===== config.mk =====
export PLATFORM = sky130hd
export DESIGN_NAME = multi_servo_pulse_sequencer
export DESIGN_NICKNAME = d
export VERILOG_FILES = /design/src/rtl/msps_pkg.sv /design/src/rtl/multi_servo_pulse_sequencer.sv
export SDC_FILE = /design/constraint.sdc
export NUM_CORES = 1
export LEC_CHECK = 0
export BUFFER_PORTS_ARGS = -buffer_cell sky130_fd_sc_hd__buf_2
export CAP_MARGIN = 10
export CELL_PAD_IN_SITES_DETAIL_PLACEMENT = 0
export CELL_PAD_IN_SITES_GLOBAL_PLACEMENT = 1
export CORE_ASPECT_RATIO = 0.75
export CORE_MARGIN = 2
export CORE_UTILIZATION = 46
export CTS_CLUSTER_DIAMETER = 80
export DETAILED_ROUTE_END_ITERATION = 8
export PLACE_DENSITY_LB_ADDON = 0.1
export SLEW_MARGIN = 20
export SYNTH_ARGS = -nofsm -noshare
export SYNTH_HDL_FRONTEND = slang
export SYNTH_SLANG_ARGS = --single-unit
export TNS_END_PERCENT = 30

===== constraint.sdc =====
create_clock -name i_clk -period 6.6 [get_ports i_clk]
set_input_delay 0.33 -clock i_clk [delete_from_list [all_inputs] [get_ports i_clk]]
set_output_delay 0.33 -clock i_clk [all_outputs]
set_load 0.01 [all_outputs]

===== src/rtl/msps_pkg.sv =====
// ============================================================================
// msps_pkg
// Shared types and constants for the multi-channel servo pulse sequencer.
// ============================================================================
package msps_pkg;

    // Channel count and angle scale
    localparam int NUM_CHANNELS = 8;
    localparam int FULL_ANGLE   = 180;
    localparam int SLOT_W       = $clog2(NUM_CHANNELS);
    localparam int LINES_W      = 8;

    // Field widths
    localparam int ACT_W    = 4;
    localparam int PULSE_W  = 12;
    localparam int PERIOD_W = 16;
    localparam int CHAN_W   = 3;
    localparam int ANGLE_W  = 8;
    localparam int IN_W     = 16;
    localparam int OUT_W    = 16;

    // Stream payload layout
    localparam int IN_ANGLE_LSB   = CHAN_W;
    localparam int OUT_SLOT_LSB   = LINES_W;
    localparam int OUT_START_BIT  = LINES_W + CHAN_W;

    // Configuration port
    localparam int ADDR_W = 4;
    localparam int DATA_W = 32;

    // Reciprocal divide by FULL_ANGLE, exact for any product below 2**PROD_W
    localparam int PROD_W    = ANGLE_W + PULSE_W;
    localparam int DIV_SHIFT = PROD_W + $clog2(FULL_ANGLE);
    localparam int DIV_MULT  = ((2 ** DIV_SHIFT) + FULL_ANGLE - 1) / FULL_ANGLE;
    localparam int MULT_W    = $clog2(DIV_MULT + 1);

    // Reset values
    localparam logic [ACT_W-1:0]    RST_ACTIVE = '0;
    localparam logic [PULSE_W-1:0]  RST_MIN    = 12'd700;
    localparam logic [PULSE_W-1:0]  RST_MAX    = 12'd2400;
    localparam logic [PERIOD_W-1:0] RST_PERIOD = 16'd2500;
    localparam logic [PULSE_W-1:0]  WIDTH_MAX  = '1;

    // Register map (word index)
    typedef enum logic [1:0] {
        REG_ACTIVE = 2'd0,
        REG_MIN    = 2'd1,
        REG_MAX    = 2'd2,
        REG_PERIOD = 2'd3
    } t_reg_idx;

    // Request kinds carried in tuser
    typedef enum logic {
        REQ_TICK  = 1'b0,
        REQ_ANGLE = 1'b1
    } t_req;

endpackage


===== src/rtl/multi_servo_pulse_sequencer.sv =====
// ============================================================================
// multi_servo_pulse_sequencer
// Time-multiplexed servo pulse generator: one slot per channel, pulse width
// from a per-channel angle held in a small angle memory.
// ============================================================================
//
//  Channel   Direction  Payload
//  --------  ---------  ------------------------------------------------------
//  s_*       in         tuser: req_type; tdata: channel, angle
//  m_*       out        tdata: pulse_lines, current_slot, slot_start
//  APB       in/out     active_channels, min/max pulse ticks, slot period
//
//  One request accepted per cycle while the result side does not stall, one
//  result per request; four register stages, the last holding the result. The width
//  path (angle memory read, span multiply, reciprocal multiply, add and clamp)
//  sets the pipeline depth.
//  Reset is synchronous; angle entries read as zero until written (per-entry
//  valid bits), so no clearing pass is needed.
//  A stalled result freezes the whole pipeline; s_tready follows m_tready.
//
module multi_servo_pulse_sequencer
    import msps_pkg::*;
(
    input  logic              i_clk,
    input  logic              i_rst_n,
    // Request stream
    input  logic              s_tvalid,
    output logic              s_tready,
    input  logic [IN_W-1:0]   s_tdata,   // [2:0] channel, [10:3] angle
    input  logic [0:0]        s_tuser,   // [0] req_type
    // Result stream
    output logic              m_tvalid,
    input  logic              m_tready,
    output logic [OUT_W-1:0]  m_tdata,   // [7:0] pulse_lines, [10:8] current_slot,
                                         // [11] slot_start
    // Configuration port
    input  logic              psel,
    input  logic              penable,
    input  logic              pwrite,
    input  logic [ADDR_W-1:0] paddr,
    input  logic [DATA_W-1:0] pwdata,
    output logic [DATA_W-1:0] prdata,
    output logic              pready
);

    // ------------------------------------------------------------------------
    // Configuration registers
    // ------------------------------------------------------------------------
    logic [ACT_W-1:0]    r_active;
    logic [PULSE_W-1:0]  r_min;
    logic [PULSE_W-1:0]  r_max;
    logic [PERIOD_W-1:0] r_period;
    logic                w_cfg_wr;
    t_reg_idx            w_cfg_idx;

    assign pready    = 1'b1;
    assign w_cfg_wr  = psel && penable && pwrite && pready;
    assign w_cfg_idx = t_reg_idx'(paddr[ADDR_W-1:2]);

    always_ff @(posedge i_clk) begin
        if (!i_rst_n) begin
            r_active <= RST_ACTIVE;
            r_min    <= RST_MIN;
            r_max    <= RST_MAX;
            r_period <= RST_PERIOD;
        end else if (w_cfg_wr) begin
            case (w_cfg_idx)
                REG_ACTIVE: r_active <= pwdata[ACT_W-1:0];
                REG_MIN:    r_min    <= pwdata[PULSE_W-1:0];
                REG_MAX:    r_max    <= pwdata[PULSE_W-1:0];
                REG_PERIOD: r_period <= pwdata[PERIOD_W-1:0];
                default:    r_active <= r_active;
            endcase
        end
    end

    // Register readback
    always_comb begin
        case (w_cfg_idx)
            REG_ACTIVE: prdata = DATA_W'(r_active);
            REG_MIN:    prdata = DATA_W'(r_min);
            REG_MAX:    prdata = DATA_W'(r_max);
            REG_PERIOD: prdata = DATA_W'(r_period);
            default:    prdata = '0;
        endcase
    end

    // Derived settings: zero period acts as one tick, negative span as zero
    logic [PERIOD_W-1:0] w_eff_period;
    logic [PULSE_W-1:0]  w_span;

    assign w_eff_period = (r_period == '0) ? PERIOD_W'(1) : r_period;
    assign w_span       = (r_max > r_min) ? (r_max - r_min) : '0;

    // ------------------------------------------------------------------------
    // Input decode and pipeline enable
    // ------------------------------------------------------------------------
    logic               w_en;
    logic               w_in_acc;
    logic               w_in_tick;
    logic [CHAN_W-1:0]  w_in_chan;
    logic [ANGLE_W-1:0] w_in_angle;
    logic [ANGLE_W-1:0] w_angle_sat;
    logic               r_out_valid;

    assign w_en        = !r_out_valid || m_tready;
    assign s_tready    = w_en;
    assign w_in_acc    = s_tvalid && w_en;
    assign w_in_tick   = (t_req'(s_tuser[0]) == REQ_TICK);
    assign w_in_chan   = s_tdata[CHAN_W-1:0];
    assign w_in_angle  = s_tdata[IN_ANGLE_LSB +: ANGLE_W];
    assign w_angle_sat = (int'(w_in_angle) > FULL_ANGLE) ? ANGLE_W'(FULL_ANGLE) : w_in_angle;

    // ------------------------------------------------------------------------
    // Slot timing state
    // ------------------------------------------------------------------------
    logic [SLOT_W-1:0]   r_slot;
    logic [PERIOD_W-1:0] r_cnt;
    logic [PERIOD_W:0]   w_cnt_inc;
    logic                w_slot_end;

    assign w_cnt_inc  = {1'b0, r_cnt} + (PERIOD_W+1)'(1);
    assign w_slot_end = (w_cnt_inc >= {1'b0, w_eff_period});

    always_ff @(posedge i_clk) begin
        if (!i_rst_n) begin
            r_slot <= '0;
            r_cnt  <= '0;
        end else if (w_in_acc && w_in_tick) begin
            if (w_slot_end) begin
                r_cnt  <= '0;
                r_slot <= (int'(r_slot) == NUM_CHANNELS - 1) ? '0 : r_slot + SLOT_W'(1);
            end else begin
                r_cnt  <= w_cnt_inc[PERIOD_W-1:0];
            end
        end
    end

    // ------------------------------------------------------------------------
    // Angle memory: written by angle requests, read for the current slot
    // ------------------------------------------------------------------------
    logic [ANGLE_W-1:0]    r_angle_mem [NUM_CHANNELS];
    logic [NUM_CHANNELS-1:0] r_angle_vld;
    logic                  w_angle_wr;
    logic [SLOT_W-1:0]     w_wr_idx;

    assign w_angle_wr = w_in_acc && !w_in_tick && (int'(w_in_chan) < NUM_CHANNELS);
    assign w_wr_idx   = w_in_chan[SLOT_W-1:0];

    always_ff @(posedge i_clk) begin
        if (w_angle_wr) begin
            r_angle_mem[w_wr_idx] <= w_angle_sat;
        end
    end

    always_ff @(posedge i_clk) begin
        if (!i_rst_n) begin
            r_angle_vld <= '0;
        end else if (w_angle_wr) begin
            r_angle_vld[w_wr_idx] <= 1'b1;
        end
    end

    // ------------------------------------------------------------------------
    // Stage 1: memory read, request control captured
    // ------------------------------------------------------------------------
    logic                r_v1, r_tick1, r_start1, r_angv1;
    logic [SLOT_W-1:0]   r_slot1;
    logic [PERIOD_W-1:0] r_cnt1;
    logic [ANGLE_W-1:0]  r_ang1;

    always_ff @(posedge i_clk) begin
        if (!i_rst_n) begin
            r_v1 <= 1'b0;
        end else if (w_en) begin
            r_v1 <= w_in_acc;
        end
    end

    always_ff @(posedge i_clk) begin
        if (w_en) begin
            r_tick1  <= w_in_tick;
            r_start1 <= (r_cnt == '0);
            r_slot1  <= r_slot;
            r_cnt1   <= r_cnt;
            r_ang1   <= r_angle_mem[r_slot];
            r_angv1  <= r_angle_vld[r_slot];
        end
    end

    // ------------------------------------------------------------------------
    // Stage 2: angle times span
    // ------------------------------------------------------------------------
    logic                r_v2, r_tick2, r_start2;
    logic [SLOT_W-1:0]   r_slot2;
    logic [PERIOD_W-1:0] r_cnt2;
    logic [PROD_W-1:0]   r_prod2;
    logic [ANGLE_W-1:0]  w_ang1;

    assign w_ang1 = r_angv1 ? r_ang1 : '0;

    always_ff @(posedge i_clk) begin
        if (!i_rst_n) begin
            r_v2 <= 1'b0;
        end else if (w_en) begin
            r_v2 <= r_v1;
        end
    end

    always_ff @(posedge i_clk) begin
        if (w_en) begin
            r_tick2  <= r_tick1;
            r_start2 <= r_start1;
            r_slot2  <= r_slot1;
            r_cnt2   <= r_cnt1;
            r_prod2  <= PROD_W'(w_ang1) * PROD_W'(w_span);
        end
    end

    // ------------------------------------------------------------------------
    // Stage 3: divide by full angle through a reciprocal multiply
    // ------------------------------------------------------------------------
    logic                       r_v3, r_tick3, r_start3;
    logic [SLOT_W-1:0]          r_slot3;
    logic [PERIOD_W-1:0]        r_cnt3;
    logic [PULSE_W-1:0]         r_q3;
    logic [PROD_W+MULT_W-1:0]   w_recip_prod;

    assign w_recip_prod = (PROD_W+MULT_W)'(r_prod2) * (PROD_W+MULT_W)'(DIV_MULT);

    always_ff @(posedge i_clk) begin
        if (!i_rst_n) begin
            r_v3 <= 1'b0;
        end else if (w_en) begin
            r_v3 <= r_v2;
        end
    end

    always_ff @(posedge i_clk) begin
        if (w_en) begin
            r_tick3  <= r_tick2;
            r_start3 <= r_start2;
            r_slot3  <= r_slot2;
            r_cnt3   <= r_cnt2;
            r_q3     <= w_recip_prod[DIV_SHIFT +: PULSE_W];
        end
    end

    // ------------------------------------------------------------------------
    // Output stage: width add and clamp, pulse compare, result register
    // ------------------------------------------------------------------------
    logic [PULSE_W:0]    w_sum;
    logic [PULSE_W-1:0]  w_wsat;
    logic [PULSE_W-1:0]  w_width;
    logic [PULSE_W-1:0]  w_width_use;
    logic                w_slot_act;
    logic [LINES_W-1:0]  w_lines;
    logic [PULSE_W-1:0]  r_width;
    logic [LINES_W-1:0]  r_out_lines;
    logic [SLOT_W-1:0]   r_out_slot;
    logic                r_out_start;

    assign w_sum   = {1'b0, r_min} + {1'b0, r_q3};
    assign w_wsat  = w_sum[PULSE_W] ? WIDTH_MAX : w_sum[PULSE_W-1:0];
    assign w_width = (PERIOD_W'(w_wsat) > w_eff_period) ? w_eff_period[PULSE_W-1:0] : w_wsat;

    // Slot start latches a fresh width; later ticks reuse the latched one
    assign w_width_use = r_start3 ? w_width : r_width;
    assign w_slot_act  = (ACT_W'(r_slot3) < r_active);
    assign w_lines     = (r_tick3 && w_slot_act && (r_cnt3 < PERIOD_W'(w_width_use)))
                         ? (LINES_W'(1) << r_slot3) : '0;

    always_ff @(posedge i_clk) begin
        if (!i_rst_n) begin
            r_width     <= '0;
            r_out_valid <= 1'b0;
        end else if (w_en) begin
            r_out_valid <= r_v3;
            if (r_v3 && r_tick3 && r_start3) begin
                r_width <= w_width;
            end
        end
    end

    always_ff @(posedge i_clk) begin
        if (w_en) begin
            r_out_lines <= w_lines;
            r_out_slot  <= r_slot3;
            r_out_start <= r_tick3 && r_start3;
        end
    end

    assign m_tvalid = r_out_valid;
    assign m_tdata  = {(OUT_W - OUT_START_BIT - 1)'(0), r_out_start,
                       (CHAN_W)'(r_out_slot), r_out_lines};

    // ------------------------------------------------------------------------
    // Assertions
    // ------------------------------------------------------------------------
    // At most one servo line is driven at a time
    a_lines_onehot: assert property (@(posedge i_clk) disable iff (!i_rst_n)
        m_tvalid |-> $onehot0(r_out_lines))
        else $error("more than one pulse line high");

    // A driven line always belongs to the reported slot
    a_line_matches_slot: assert property (@(posedge i_clk) disable iff (!i_rst_n)
        (m_tvalid && (r_out_lines != '0)) |-> (r_out_lines == (LINES_W'(1) << r_out_slot)))
        else $error("pulse line does not match current slot");

    // A slot starts on an accepted tick exactly when the tick counter was zero
    a_start_at_zero: assert property (@(posedge i_clk) disable iff (!i_rst_n)
        (w_in_acc && w_in_tick && (r_cnt == '0)) |=> (r_v1 && r_tick1 && r_start1))
        else $error("slot start lost in pipeline entry");

    // The latched width never exceeds the counter limit in use at slot start
    a_width_bound: assert property (@(posedge i_clk) disable iff (!i_rst_n)
        (w_en && r_v3 && r_tick3 && r_start3) |-> (PERIOD_W'(w_width) <= w_eff_period))
        else $error("pulse width beyond slot period");

endmodule


Yosys cells after proc, flatten, opt, wreduce, memory -nomap -nowiden --
Memory sizes are Yosys's and may differ from the RTL's. A register that Yosys moved wholly into a read port is not among the register bits. Cells that the tools add are included.
Operators by class: shift operators 1, multiplexer cells 16, multipliers 2, equality and inequality tests 4, reductions and logical operators 22, $lt $le $gt $ge 9, bitwise gates (word level) 2, add/subtract/negate cells 4
Operators with widths (number):
- 32-bit one-hot mux with 4 select lines | 1
- 12-bit two-way mux | 4
- 20-bit by 21-bit multiplier with 40-bit output (second input constant) | 1
- 16-bit logical NOT | 2
- 16-bit two-way mux | 2
- 8-bit by 12-bit multiplier with 20-bit output | 1
- 16-bit by 1-bit adder with 17-bit output (second input constant) | 1
- 17-bit by 16-bit >= comparator with 1-bit output | 1
- 12-bit by 16-bit greater-than comparator with 1-bit output | 1
- 16-bit by 12-bit less-than comparator with 1-bit output | 1
- 8-bit two-way mux | 2
- 12-bit by 12-bit adder with 13-bit output | 1
- 12-bit greater-than comparator | 1
- 2-bit AND reduction | 6
- 12-bit subtractor | 1
- 1-bit logical AND | 11
- 8-bit greater-than comparator (second input constant) | 1
- 3-bit by 4-bit less-than comparator with 1-bit output (second input constant) | 2
- 8-bit OR | 1
- 1-bit by 3-bit << shifter with 8-bit output (first input constant) | 1
- 2-bit == test (second input constant) | 2
- 3-bit by 4-bit less-than comparator with 1-bit output | 1
- 1-bit two-way mux | 4
- 3-bit by 1-bit adder with 3-bit output (second input constant) | 1
- other kinds (10) | 10
Word-level totals: RAM bits 64, bits in registers 195, memories 1, output and inout port bits 51
Memories:
- r_angle_mem | depth 8, width 8, rd ports 1, clocked after Yosys merged registers in 1, wr ports 1, line multi_servo_pulse_sequencer.sv:142 | logic [ANGLE_W-1:0] r_angle_mem [NUM_CHANNELS];

Depth between registers and ports, before layout --
depth in word-level cells 7, mapped depth 32, mapped depth without buffers 31

Least setup slack after synthesis --
No wires, ideal clock.
path kind register to register, start point register r_min[0], end point register r_prod2[19], data pin, buffers on the path 1, arrival 6.222 ns, stages on the path, launching flop included 29, data required time 6.340 ns, clock period less this slack 6.482 ns, slack 0.118 ns, cell sequence dfxtp_1 > ha_1 > inv_1 > fa_1 > a21o_1 > a21oi_1 > o21ai_0 > a21oi_1 > o21ai_0 > a41oi_1 > a21oi_2 > buf_2 > nand2_1 > nor2_1 > fa_1 > fa_1 > fa_1 > inv_1 > fa_1 > inv_1 > ha_1 > o21a_1 > o21ai_0 > a21oi_1 > a31oi_1 > a21oi_1 > a211o_1 > a21oi_1 > xnor2_1
Between the ends: word-level cells in the longest chain between the ends 3, elaborated cells between the ends (all ways) 4, those cells by class 1 x add/sub; 1 x mul; 1 x order compare; 1 x mux
RTL lines:
- from (decl) | line multi_servo_pulse_sequencer.sv:50 | logic [PULSE_W-1:0] r_min;
- from (signal assigned) | line multi_servo_pulse_sequencer.sv:69 | REG_MIN: r_min <= pwdata[PULSE_W-1:0];
- 12-bit subtractor or 12-bit greater-than comparator (tied branches) | line multi_servo_pulse_sequencer.sv:93 | assign w_span = (r_max > r_min) ? (r_max - r_min) : '0;
- 12-bit two-way mux * | line multi_servo_pulse_sequencer.sv:93
- 8-bit by 12-bit multiplier with 20-bit output * | line multi_servo_pulse_sequencer.sv:216 | r_prod2 <= PROD_W'(w_ang1) * PROD_W'(w_span);
- to (signal assigned) | line multi_servo_pulse_sequencer.sv:216
- to (decl) | line multi_servo_pulse_sequencer.sv:197 | logic [PROD_W-1:0] r_prod2;
Every way passes the cells marked *; elsewhere a longest branch is shown, timed or not. A chain may end at the register's enable or synchronous reset.

Final worst setup path --
Ends and elaborated chain as after synthesis.

==> impl_metrics.json <==
{
  "rsz0062_at_grt": "yes",
  "htree_levels": 1,
  "grt_remaining_overflow": 0,
  "dr.pass1.iters": 5,
  "rows": 68,
  "wl_per_cell_um": 19.2,
  "syn_area_per_cell_um2": 10.8,
  "synth_ff_type": "edfxtp_1",
  "hold_path_startpoint": "pwdata[13]",
  "drive_gt1_share_pct": 16.3,
  "yosysSeqAreaShare_pct": 33.0,
  "swShare_pct": 32.5,
  "netlist_area_mm2": 0.0217,
  "die_w_um": 255,
  "grt_pass1_wl_um": 84500,
  "clkPwrFrac_pct": 31.7,
  "viasPerCell": 5.20,
  "fin_nets": 2702,
  "port_buffers": 66,
  "fmax_mhz": 158,
  "layout_setup_ws_ns": 0.259,
  "drtIter0Drc": 937,
  "die_area_mm2": 0.0489,
  "clock-sinks": 267,
  "worstRegToRegCells": 28,
  "start_util_pct": 46.8,
  "vdd_drop_max_mv": 0.196,
  "cts.path.max_buffers": 3,
  "dpl_cell_area_mm2": 0.0233,
  "cp.arrival_ns": 6.67,
  "clk_latency_ns": 0.58,
  "setup_viol": 0,
  "drv_cap": 0,
  "dp.cells": 2755,
  "n_antenna_cell": 0,
  "track_usage_pct": 22.7,
  "wl_um": 54200,
  "ys_types": 75,
  "r2r-end": "r_prod2[19]",
  "cp_num_buf_inv": 6,
  "ys_ff_latch": 267,
  "period_share_pct": 96.1,
  "dp_worst_setup_slack_ns": -0.0479,
  "reg2reg_from": "r_min[0]",
  "holdPathEnd": "r_period[13]",
  "syn_to_final_growth_pct": 14.4,
  "cpPeakStageDelay_ns": 0.53,
  "synth_edf_count": 180,
  "relSlewSlack_pct": 26.1,
  "ios": 111,
  "core_mm2": 0.0463,
  "fin_area_mm2": 0.0248,
  "cts_made_buffers": 28,
  "clkTransAtPathRegs_ns": 0.07,
  "fin_util_pct": 53.5,
  "cts_tree": "built",
  "worst_path_max_delay_cell": "fa_1",
  "die_y_um": 192,
  "power_density_mw_per_mm2": 209,
  "hold_viol_final": 0,
  "clock_skew_ns": 0.0370,
  "hold_depth": 3,
  "hp-class": "primary input to flip-flop",
  "hpwlAfterDp_um": 43800,
  "crit_path_end_kind": "flip-flop",
  "num_vias": 14700,
  "cp_top_family": "adder cells",
  "layout_commonest_cell": "inv_1",
  "leakage_nw": 11.8,
  "ys_async_sr_fraction_pct": 0,
  "finalNonFillerCells": 2824,
  "cp-start-kind": "flip-flop",
  "crit_type": "flip-flop to flip-flop",
  "p_int_mw": 3.50,
  "netlist_instances": 2011,
  "comb_power_share_pct": 31.8,
  "period_minus_slack_ns": 6.34,
  "drv_slew": 0,
  "cp.required_ns": 6.93,
  "worstMarginPinSlew_ns": 1.10,
  "grt_pass1_vias": 14700,
  "switching_power_mw": 1.68,
  "cp_max_fo": 7,
  "antenna_found_initial": 1,
  "p_seq_share_pct": 36.5,
  "gp_routability_congestion": 0.900,
  "outcome": "completed",
  "r2r_slack_ns": 0.26,
  "grt_start_max_net_pins": 69,
  "ys_warn_count": 0,
  "detail-route-antenna-nets": 0,
  "final_cell_mix": "inv_1, ha_1, edfxtp_1",
  "cts_root_buf": "clkbuf_16",
  "post-route-drc-count": 0
}
[repair_timing]
action	4_1_cts	5_1_grt
pin swaps	0	43
cloned	0	2
setup buffers	0	12
setup endpoints to repair	3	16
hold endpoints to repair	3	0
hold buffers	3	0
resized for setup	4	79
[Yosys cell counts (all sizes together), types with 9 or more instances]
master,number,area share (%)
mux2,25,1.3
a21oi,66,1.6
o21ai,37,0.87
nand2,152,2.6
dfxtp,87,8.0
nor2,116,2.0
clkbuf,38,0.66
fa,181,17
o21a,26,0.90
and3,13,0.40
ha,289,17
nand2b,13,0.44
mux4,22,2.3
xnor2,38,1.5
a21boi,41,1.4
and2,11,0.32
inv,341,5.9
nor2b,22,0.64
nor3,18,0.42
nand4,35,1.0
a21o,22,0.76
edfxtp,180,25
nand3,44,1.0
or2,9,0.26
o211ai,25,0.87
xor2,17,0.69
mux2i,15,0.75
buf,29,0.90
[worst max-delay path by stage]
stage / startpoint / slack [ns] / end / depth (start not counted)
finish: r_min[0] / 0.26 / r_prod2[19] / 28
global route: r_max[0] / -0.06 / r_prod2[19] / 29
global placement: r_max[0] / -0.03 / r_prod2[19] / 29
floorplan: r_min[0] / 0.12 / r_prod2[19] / 28
detailed placement: r_min[0] / -0.05 / r_prod2[19] / 28
CTS: r_min[0] / 0.02 / r_prod2[19] / 28
[per-stage QoR]
stage / power (mW) / hold WS [ns] / setup TNS (ns)
2_1_floorplan: 2.99 / 0.400 / 0
3_3_place_gp: 3.47 / 0.403 / -0.0255
3_5_place_dp: 3.49 / 0.405 / -0.0673
4_1_cts: 5.15 / 0.00250 / 0
5_1_grt: 5.51 / 0.00386 / -0.104
6_report: 5.19 / 0.0168 / 0
[logic make-up (layout without fill, tap and decap cells)]
family / after synthesis / in the layout / share of synthesized area (%)
adder cells (fa/ha/maj): 470 / 470 / 33.4
AND/OR/NAND/NOR: 455 / 455 / 9.91
buffers and inverters: 409 / 573 / 7.48
AO/OA/AOI/OAI: 291 / 291 / 9.59
flip-flops: 267 / 267 / 33.0
multiplexers: 62 / 62 / 4.35
XOR/XNOR: 55 / 55 / 2.22
other: 2 / 21 / 0.0347
[sequential cells by signal (all words and copies together), names as in the netlist, 4 cells and up]
name / count
r_active: 4
r_ang1: 8
r_angle_mem: 64
r_angle_vld: 8
r_cnt: 16
r_cnt1: 16
r_cnt2: 16
r_cnt3: 16
r_max: 12
r_min: 12
r_out_lines: 8
r_period: 16
r_prod2: 20
r_q3: 12
r_width: 12
[power by group through the flow]
stage	logic [mW]	registers (mW)	clock network [mW]
2_1_floorplan	1.08	1.91	0
3_3_place_gp	1.54	1.93	0
3_5_place_dp	1.56	1.93	0
4_1_cts	1.59	1.89	1.67
5_1_grt	1.87	1.90	1.74
6_report	1.65	1.89	1.64
[worst register-to-register path: cells and delay by family (launching register included)]
kind | cells | cell delay (ns)
fa+ha+maj | 7 | 2.88
compound gates | 11 | 1.78
simple gates | 3 | 0.56
buf+inv | 6 | 0.46
flops | 1 | 0.34
xor+xnor | 1 | 0.07
[cell type report]
type	count	area, um2
sequential	267	7150
fill	4204	21500
clock inverter	21	241
tap	630	788
multi-input combinational	1354	13300
clock buffer	31	732
inverter	342	1290
timing repair buffer	179	1240
[layer usage]
metal / vias up / global-route usage, % / wire length, um
li1: 7164 / - / -
met1: 7107 / 36.6 / 28200
met2: 365 / 31.5 / 21400
met3: 49 / 4.30 / 3770
met4: 0 / 3.98 / 832
met5: - / 0 / 0
No activity file was read; power rests on OpenSTA's default activity.
